$ cat src/design/schit_pkg.sv
// ----------------------------------------------------------------------------
// schit_pkg
// Shared types and constants for the segment/circle hit test pipeline.
// ----------------------------------------------------------------------------
package schit_pkg;

    localparam int T_FRAC_BITS = 16;
    localparam int T_W         = T_FRAC_BITS + 1;
    localparam int D_W         = 17;
    localparam int R_W         = 15;
    localparam int LEN2_W      = 34;
    localparam int NUM_W       = 35;

    typedef enum logic [1:0] {
        TSEL_ZERO,
        TSEL_ONE,
        TSEL_DIV
    } t_tsel;

    typedef struct packed {
        logic signed [D_W-1:0] dx;
        logic signed [D_W-1:0] dy;
        logic signed [D_W-1:0] ox;
        logic signed [D_W-1:0] oy;
        logic [R_W-1:0]        r;
        logic                  zero_len;
        t_tsel                 tsel;
    } t_geo;

    typedef struct packed {
        t_geo                   geo;
        logic [LEN2_W-1:0]      len2;
        logic [LEN2_W-1:0]      rem;
        logic [T_FRAC_BITS-1:0] q;
    } t_div;

endpackage

$ cat src/design/schit_div_step.sv
// ----------------------------------------------------------------------------
// schit_div_step
// One restoring-division stage: one quotient bit per beat, registered.
// ----------------------------------------------------------------------------
module schit_div_step (
    input  logic            i_clk,
    input  logic            i_rst_n,
    input  logic            i_valid,
    output logic            o_ready,
    input  schit_pkg::t_div i_data,
    output logic            o_valid,
    input  logic            i_ready,
    output schit_pkg::t_div o_data
);
    import schit_pkg::*;

    logic              r_v;
    t_div              r_d;
    t_div              n_d;
    logic [LEN2_W:0]   w_rem2;
    logic [LEN2_W:0]   w_diff;
    logic              w_bit;

    assign o_ready = !r_v || i_ready;
    assign o_valid = r_v;
    assign o_data  = r_d;

    always_comb begin
        w_rem2 = {i_data.rem, 1'b0};
        w_diff = w_rem2 - {1'b0, i_data.len2};
        w_bit  = (w_rem2 >= {1'b0, i_data.len2});
        n_d     = i_data;
        n_d.rem = w_bit ? w_diff[LEN2_W-1:0] : w_rem2[LEN2_W-1:0];
        n_d.q   = {i_data.q[T_FRAC_BITS-2:0], w_bit};
    end

    always_ff @(posedge i_clk) begin
        if (!i_rst_n) begin
            r_v <= 1'b0;
        end else if (o_ready) begin
            r_v <= i_valid;
        end
    end

    always_ff @(posedge i_clk) begin
        if (o_ready && i_valid) begin
            r_d <= n_d;
        end
    end

endmodule

$ cat config.mk
export PLATFORM = sky130hd
export DESIGN_NAME = schit_div_step
export DESIGN_NICKNAME = d
export VERILOG_FILES = /design/src/design/schit_pkg.sv /design/src/design/schit_div_step.sv
export SDC_FILE = /design/constraint.sdc
export NUM_CORES = 1
export LEC_CHECK = 0
export BUFFER_PORTS_ARGS = -buffer_cell sky130_fd_sc_hd__buf_4
export CORE_ASPECT_RATIO = 0.9
export CORE_MARGIN = 3
export CORE_UTILIZATION = 40
export DETAILED_ROUTE_END_ITERATION = 12
export PLACE_DENSITY = 0.77
export SLEW_MARGIN = 20
export SYNTH_ARGS = -nofsm -noshare
export SYNTH_HDL_FRONTEND = slang
export SYNTH_SLANG_ARGS = --single-unit
$ cat constraint.sdc
create_clock -name i_clk -period 5.3 [get_ports i_clk]
set_input_delay 1.06 -clock i_clk [delete_from_list [all_inputs] [get_ports i_clk]]
set_output_delay 1.06 -clock i_clk [all_outputs]
set_load 0.005 [all_outputs]
==> results.cfg, run 1 <==
[floorplan]
rows = 47
die_h_um = 137.6
start_util_pct = 41.30
dieWidth_um = 152.2
io_pins = 346
core_um2 = 18640
die_area_um2 = 20950

[route]
drc = 0
drt_first_pass_iters = 5
routed_wl_um = 23570
wl_per_cell_um = 20.71
vias = 5705
drtIter0Drc = 384
via_per_inst = 5.013
detail-route-antenna-nets = 0

[synth]
synth_seq_area_share_pct = 66.57
synth_top_area_share_pct = 66.31
syn_area_um2 = 7699
yosysTopAreaCell = edfxtp_1
synthTopCellsByArea = edfxtp_1, ha_1, mux2_4, a21oi_1, xnor2_1
synth_cells = 528
synth_edf_count = 170
synth_nets = 737
ys_ff_latch = 171
async_flop_share_pct = 0
yosysUniqueCellTypes = 51
synth_area_per_cell_um2 = 14.58
ys.warnings.count = 0
synthFlopType = edfxtp_1

[min_path]
holdPathStages = 2
hold_start = o_valid
hold_class = flip-flop to flip-flop
hold_end = o_valid

[power]
powerDensity_nw_per_um2 = 320.4
total_power_mw = 3.564
leakagePower_nw = 4.833
seqPwrFrac_pct = 46.0
combPwrFrac_pct = 18.8
vdd_drop_max_mv = 0.2070
pwr-share-clk_pct = 35.2
p_sw_mw = 0.9561
p_sw_share_pct = 26.83
internal_power_mw = 2.607

[sta]
slew_headroom_pct = 48.21
tns_ns = 0
rsz0062_at_grt = false
period_needed_ns = 3.902
fmax_ghz = 0.2563
timing.final.crit_share_pct = 73.62
final-max-slew-violation-count = 0
hold_violations = 0
tightest_slew_ns = 0.7769
setup_viol = 0
skew_ns = 0.006685

[cts]
clockBufferDepth = 2
clock_latency_ns = 0.43
post_cts_resize_count = 0
post_cts_buffers = 0
tritoncts = yes
clock_sinks = 171
clockRootBuffer = clkbuf_16
cts_hold_buf = 0
h-tree-depth = 4
cts.clk_slew.worst_paths_ns = 0.07
numCtsBuffers = 17

[global_routing]
grt-ovfl-total = 0
antenna_found_initial = 0
grt_pass1_vias = 5718
grt_max_degree = 139
grt_pass1_wl_um = 34130
grt_usage_pct = 21.83

[placement]
port_buffers = 344
post-dp-hpwl_um = 18440
place.gp.congestion = 0.8916

[critical_path]
critical_path.max_fanout = 32
critPathSlowestCell = nor4_4
worstRegToRegCells = 3
cp_data_required_time_ns = 5.48
startpoint_type = input port
reg2reg_from = o_valid
end_kind = flip-flop
arrival_ns = 4.08
path_cells = buf_4 > ha_1 > nand2_1 > nor2_2 > a211oi_4 > a32oi_2 > a311oi_4 > nor4_4 > nor2_4 > inv_4 > mux2_2
r2r_slack_ns = 3.31
timing.rr.end = o_data[20]
slowest_delay_ns = 0.56
critPathKind = input port to flip-flop

[finish]
nets = 1089
n_fill_cell = 1500
area_delta_synth_final_pct = 44.45
diodes = 0
drive_above_1_share_pct = 46.47

[outcome]
outcome = completed

[flow_run]
max_cap_viol_count = 0
[final cells by class]
cell class	count	area (um^2)	share of cell area (%)
clock inverter	15	172.7	1.553
inverter	45	171.4	1.541
timing repair buffer	345	2603	23.40
multi-input combinational	300	2317	20.84
clock buffer	17	425.4	3.825
tap	245	306.5	2.757
sequential	171	5125	46.08
[power by group through the flow]
stage / combinational (mW) / clock, mW / sequential [mW]
4_1_cts: 0.677 / 1.29 / 1.64
3_5_place_dp: 0.674 / 0 / 1.67
2_1_floorplan: 0.323 / 0 / 1.69
6_report: 0.670 / 1.25 / 1.64
3_3_place_gp: 0.660 / 0 / 1.67
5_1_grt: 0.726 / 1.34 / 1.65
[critical path, delay by kind of cell]
kind                       cells  cell delay, ns
AOI/OAI and AO/OA              3            0.60
adders and majority gates      1            0.43
buffers and inverters          2            0.57
muxes                          1            0.39
and+or+nand+nor                4            1.02
[sequential cells by signal (all words and copies together) (netlist names)]
name / cells
o_valid: 1
o_data: 170
[cell usage after synthesis, types with 3 or more instances]
library cell / instances
a211oi_1: 5
a21o_1: 12
a21oi_1: 41
a31oi_1: 4
buf_2: 3
clkbuf_1: 4
edfxtp_1: 170
ha_1: 34
inv_1: 44
mux2_2: 3
mux2_4: 23
nand2_1: 25
nand2b_1: 4
nand3_1: 5
nand4_1: 13
nor2_1: 22
nor2b_1: 5
nor3_1: 14
o211ai_1: 5
o21a_1: 4
o21ai_0: 19
o21ai_1: 3
o31ai_1: 4
xnor2_1: 19
xor2_1: 11
[stage by stage]
step,setup WS [ns],area (um^2),hold slack (ns),cells,util [%]
5_1_grt,1.206,11120,0.5967,1138,59.66
2_1_floorplan,1.552,7700,0.5364,528,-
3_3_place_gp,0.9601,10520,0.5244,1106,56.45
3_5_place_dp,0.9415,10520,0.5603,1106,56.45
6_report,1.398,11120,0.5722,1138,59.66
4_1_cts,1.378,11120,0.5734,1138,59.66
[kinds of logic after synthesis]
family | count (synthesis) | synth area share (%)
compound gates | 111 | 9.443
xor+xnor | 30 | 3.413
fa+ha+maj | 35 | 5.786
buf+inv | 57 | 3.364
flops | 171 | 66.57
mux | 26 | 4.924
simple gates | 98 | 6.501
[metal layers]
layer,GRT usage [%],wire length [um],vias to the layer above
met4,6.490,422,0
met5,0,0,-
met1,24.06,8577,2755
met3,7.286,1856,25
met2,40.42,12710,235
li1,-,-,2690
[worst max path at each step]
stage | cells after the start | slack (ns) | end | startpoint
after global placement | 11 | 0.96 | o_data[20] | i_data[29]
final | 11 | 1.40 | o_data[20] | i_data[29]
after floorplan | 2 | 1.55 | o_data[0] | i_ready
after global routing | 12 | 1.21 | o_data[20] | i_data[67]
after detailed placement | 12 | 0.94 | o_data[20] | i_data[64]
after CTS | 12 | 1.38 | o_data[19] | i_data[64]
[layout by cell type, fill, tap and decap left out, drive strengths merged, types with 5 or more instances in the layout]
master	synthesis	routed
inv	45	53
ha	34	34
buf	7	345
nand4	14	14
edfxtp	170	170
nand2	25	25
nor2	24	24
nor3	14	14
clkbuf	5	17
a21o	12	12
nand3	5	5
o211ai	5	5
a21oi	42	42
xor2	11	11
mux2	26	26
o21ai	23	23
clkinv	0	7
nor2b	5	5
a211oi	6	6
xnor2	19	19
Note: power is estimated with default switching activity, not from simulation.
==> run 2, diff against run 1 <==
--- a/config.mk
+++ b/config.mk
@@ -10,7 +10,7 @@
 export CORE_MARGIN = 3
 export CORE_UTILIZATION = 40
 export DETAILED_ROUTE_END_ITERATION = 12
-export PLACE_DENSITY = 0.77
+export PLACE_DENSITY = 0.75
 export SLEW_MARGIN = 20
 export SYNTH_ARGS = -nofsm -noshare
 export SYNTH_HDL_FRONTEND = slang
==> constraint.sdc (replaced) <==
create_clock -name i_clk -period 4.01 [get_ports i_clk]
set_input_delay 0.802 -clock i_clk [delete_from_list [all_inputs] [get_ports i_clk]]
set_output_delay 0.802 -clock i_clk [all_outputs]
set_load 0.005 [all_outputs]
==> run 2 against run 1 <==
Combinational power increased by 33%. Worst setup slack got worse by 0.71 ns. Highest routed layer unchanged. Utilization increased by 0.21 points. Routed wire length increased by 0.39%. First-iteration DRC count decreased by 5.2%. Critical path depth increased by 1. Worst hold slack got worse by 0.035 ns. Clock power increased by 30%. Register-to-register slack got worse by 1.2 ns. Critical endpoint unchanged.
==> results.cfg, run 2 (synthesis gave the netlist of run 1 again) <==
[cts]
clockBufferDepth = 2
clockRootBuffer = clkbuf_16
numCtsBuffers = 17
post_cts_resize_count = 0
clock_latency_ns = 0.43
tritoncts = yes
cts.clk_slew.worst_paths_ns = 0.08
h-tree-depth = 4
post_cts_buffers = 0
clock_sinks = 171
cts_hold_buf = 0

[finish]
area_delta_synth_final_pct = 44.95
drive_above_1_share_pct = 46.77
layout_commonest_cell = buf_4
nets = 1095
finalCoreUtilization_pct = 59.86
largest_reg_flops = 170
finalNonFillerCells = 1144
final_cell_mix = buf_4, edfxtp_1, inv_1

[route]
routed_wl_um = 23660
wl_per_cell_um = 20.68
top_layer_used = met4
drc = 0
drtIter0Drc = 364
met1_length_um = 8612
via_per_inst = 5.084
drt_first_pass_iters = 5
vias = 5816
met2WireLength_um = 11970
wl_met3_um = 2033
detail-route-antenna-nets = 0

[critical_path]
critical_path.max_fanout = 32
r2r_slack_ns = 2.15
cp_data_required_time_ns = 4.19
critPathKind = input port to flip-flop
end_kind = flip-flop
startpoint_type = input port
arrival_ns = 3.50

[sta]
rsz0062_at_grt = false
tightest_slew_ns = 0.7295
period_needed_ns = 3.317
setup_viol = 0
slew_headroom_pct = 51.37
fmax_ghz = 0.3014
skew_ns = 0.009242
tns_ns = 0
finalWorstSetupSlack_ns = 0.6926
final-max-slew-violation-count = 0
timing.final.crit_share_pct = 82.73
hold_violations = 0

[floorplan]
rows = 47
start_util_pct = 41.30
die_area_um2 = 20950
core_um2 = 18640
dieWidth_um = 152.2
io_pins = 346
die_h_um = 137.6

[global_routing]
grt_max_degree = 68
grt-ovfl-total = 0
grt_pass1_wl_um = 33670
grt_pass1_vias = 5707
grt_usage_pct = 21.47
antenna_found_initial = 1

[power]
powerDensity_nw_per_um2 = 419.3
leakagePower_nw = 4.853
vdd_drop_max_mv = 0.2802

[outcome]
outcome = completed

[placement]
dp_cells = 1112
place.gp.congestion = 0.9066
post-dp-hpwl_um = 18680
port_buffers = 344
dp_slack_ns = 0.1961

[flow_run]
max_cap_viol_count = 0

[min_path]
hold_class = input port to flip-flop
[run 2: cell types whose count changed in the layout (fill, tap and decap cells not counted), sizes merged]
cell / delta
clkinv: -1
diode: +1
buf: +6
inv: -1
clkinvlp: +1
[run 2: path summary, 6_finish.rpt]
path / from / to / depth (start not counted)
min: i_data[123] / o_data[123] / 1
max reg2reg: o_valid / o_data[23] / 3
min reg2reg: o_valid / o_valid / 2
max: i_data[72] / o_data[20] / 12
[run 2: area by class of cell]
| cell class | count | area, um^2 |
|---|---|---|
| antenna | 1 | 2.502 |
| timing repair buffer | 351 | 2660 |
| sequential | 171 | 5125 |
| clock inverter | 14 | 151.4 |
| multi-input combinational | 300 | 2317 |
| fill | 1508 | 7482 |
| tap | 245 | 306.5 |
| clock buffer | 17 | 425.4 |
| inverter | 45 | 171.4 |
[run 2: metrics by stage]
step | total power [mW] | area [um^2] | hold WS [ns]
2_1_floorplan | 2.656 | 7700 | 0.5364
3_3_place_gp | 3.084 | 10580 | 0.5254
3_5_place_dp | 3.105 | 10580 | 0.5654
4_1_cts | 4.723 | 11160 | 0.5220
5_1_grt | 4.879 | 11160 | 0.5192
6_report | 4.679 | 11160 | 0.5372
[run 2: critical path, cell delays in order]
cell      delay (ns)
buf_4           0.08
inv_1           0.03
ha_1            0.40
nand2_1         0.13
o21ai_1         0.21
nor2_1          0.11
a32oi_2         0.35
a311oi_4        0.20
nor4_4          0.25
nor2_4          0.08
inv_4           0.43
mux2_2          0.40
[run 2: report_power, final]
part	internal, mW	switching (mW)
combinational	0.476	0.417
sequential	2.13	0.0351
clock	0.831	0.789
[run 2: per-layer routing]
layer  GRT usage, %  up-vias
li1               -     2701
met1          23.75     2805
met2          37.22      259
met3          7.569       51
met4          10.63        0
met5              0        -
==> run 3, diff against run 2 <==
==> constraint.sdc (replaced) <==
create_clock -name i_clk -period 3.5 [get_ports i_clk]
set_input_delay 0.7 -clock i_clk [delete_from_list [all_inputs] [get_ports i_clk]]
set_output_delay 0.7 -clock i_clk [all_outputs]
set_load 0.005 [all_outputs]
==> run 3 against run 2 <==
First-iteration DRC count fell by 2.5%. Final cell count rose by 1.7%. Final area rose by 1.3%. Utilization rose by 0.79 points. Non-clock buffer count rose by 19. Global-route usage rose by 0.26 points. Sequential share of layout area fell by 0.59 points. Worst setup slack got worse by 0.32 ns. Critical path depth fell by 1. Clock power rose by 16%. Flip-flop and latch count did not move.
==> results.cfg, run 3 (synthesis gave the netlist of run 1 again) <==
[flow_run]
max_cap_viol_count = 0

[route]
drtIter0Drc = 355
routed_wl_um = 23550
drt_first_pass_iters = 4
wl_per_cell_um = 20.25
detail-route-antenna-nets = 0
drc = 0
vias = 5820
via_per_inst = 5.004

[cts]
cts.clk_slew.worst_paths_ns = 0.08
clockBufferDepth = 2
numCtsBuffers = 17
tritoncts = yes
post_cts_buffers = 0
clock_sinks = 171
cts_hold_buf = 0
clock_latency_ns = 0.44
h-tree-depth = 4
clockRootBuffer = clkbuf_16
post_cts_resize_count = 0

[finish]
regArea_um2 = 5125
nets = 1114
n_fill_cell = 1464
multiInputGateArea_um2 = 2317
final_cell_mix = buf_4, edfxtp_1, inv_1
largest_reg_flops = 170
drive_above_1_share_pct = 47.93
layout_commonest_cell = buf_4
diodes = 0
area_delta_synth_final_pct = 46.85

[sta]
period_needed_ns = 3.123
final-max-slew-violation-count = 0
fmax_ghz = 0.3202
hold_violations = 0
skew_ns = 0.01407
tns_ns = 0
tightest_slew_ns = 0.5619
setup_viol = 0
timing.final.crit_share_pct = 89.24
hold_slack_ns = 0.4317
rsz0062_at_grt = false
slew_headroom_pct = 62.54

[global_routing]
grt_pass1_wl_um = 34020
antenna_found_initial = 0
grt_usage_pct = 21.73
grt_max_degree = 102
grt_pass1_vias = 5760
grt-ovfl-total = 0

[critical_path]
timing.rr.end = o_data[58]
critical_path.max_fanout = 4
worstRegToRegCells = 3
arrival_ns = 3.31
startpoint_type = input port
end_kind = flip-flop
cp_data_required_time_ns = 3.69
r2r_slack_ns = 1.76
critPathKind = input port to flip-flop
reg2reg_from = o_valid

[floorplan]
die_area_um2 = 20950
start_util_pct = 41.30
rows = 47
dieWidth_um = 152.2
die_h_um = 137.6
core_um2 = 18640
io_pins = 346

[placement]
port_buffers = 344
place.gp.congestion = 0.8893
post-dp-hpwl_um = 18680

[power]
powerDensity_nw_per_um2 = 478.5
vdd_drop_max_mv = 0.3636
leakagePower_nw = 4.952

[min_path]
holdPathStages = 1
hold_class = input port to flip-flop
hold_start = i_data[160]
hold_end = o_data[160]

[outcome]
outcome = completed
-- run 3: worst max-delay path, stage by stage --
cell and delay (ns):
buf_4 0.09, inv_1 0.07, fa_1 0.45, a21oi_1 0.27, o221ai_1 0.24, a21oi_1 0.40, o31ai_1 0.20, a21oi_1 0.27
o21ai_0 0.19, xor2_1 0.18, mux2_4 0.27
-- run 3: metal layers --
layer	GRT usage, %	part of all wire (%)
met3	7.318	8.0
met1	23.58	36
met4	7.089	2.1
met5	0	0
met2	40.30	54
-- run 3: area by class of cell --
cell class | instances | share of cell area (%)
multi-input combinational | 300 | 20.50
tap | 245 | 2.711
clock inverter | 15 | 1.505
sequential | 171 | 45.33
timing repair buffer | 370 | 24.68
clock buffer | 17 | 3.763
inverter | 45 | 1.516
-- run 3: worst max-delay path by stage --
stage,slack [ns],endpoint,depth (start not counted),start
detailed placement,-0.03,o_data[19],12,i_data[66]
floorplan,0.11,o_data[0],2,i_ready
finish,0.38,o_data[40],11,i_data[50]
global placement,0.02,o_data[20],12,i_data[66]
CTS,0.43,o_data[20],12,i_data[66]
global route,0.16,o_data[40],11,i_data[50]
-- run 3: power breakdown --
part	switching, mW	total (mW)	internal (mW)
Clock	0.914	1.88	0.963
Combinational	0.484	1.05	0.568
Sequential	0.0388	2.48	2.44
Total	1.44	5.41	3.97
-- run 3: per-stage QoR --
stage	util [%]	std cells	total power [mW]	setup WS [ns]	cell area, um^2
global route	60.65	1163	5.636	0.1557	11310
detailed placement	57.45	1131	3.581	-0.03225	10710
global placement	57.45	1131	3.557	0.02057	10710
floorplan	-	528	3.043	0.1119	7700
finish	60.65	1163	5.410	0.3766	11310
CTS	60.65	1163	5.467	0.4340	11310
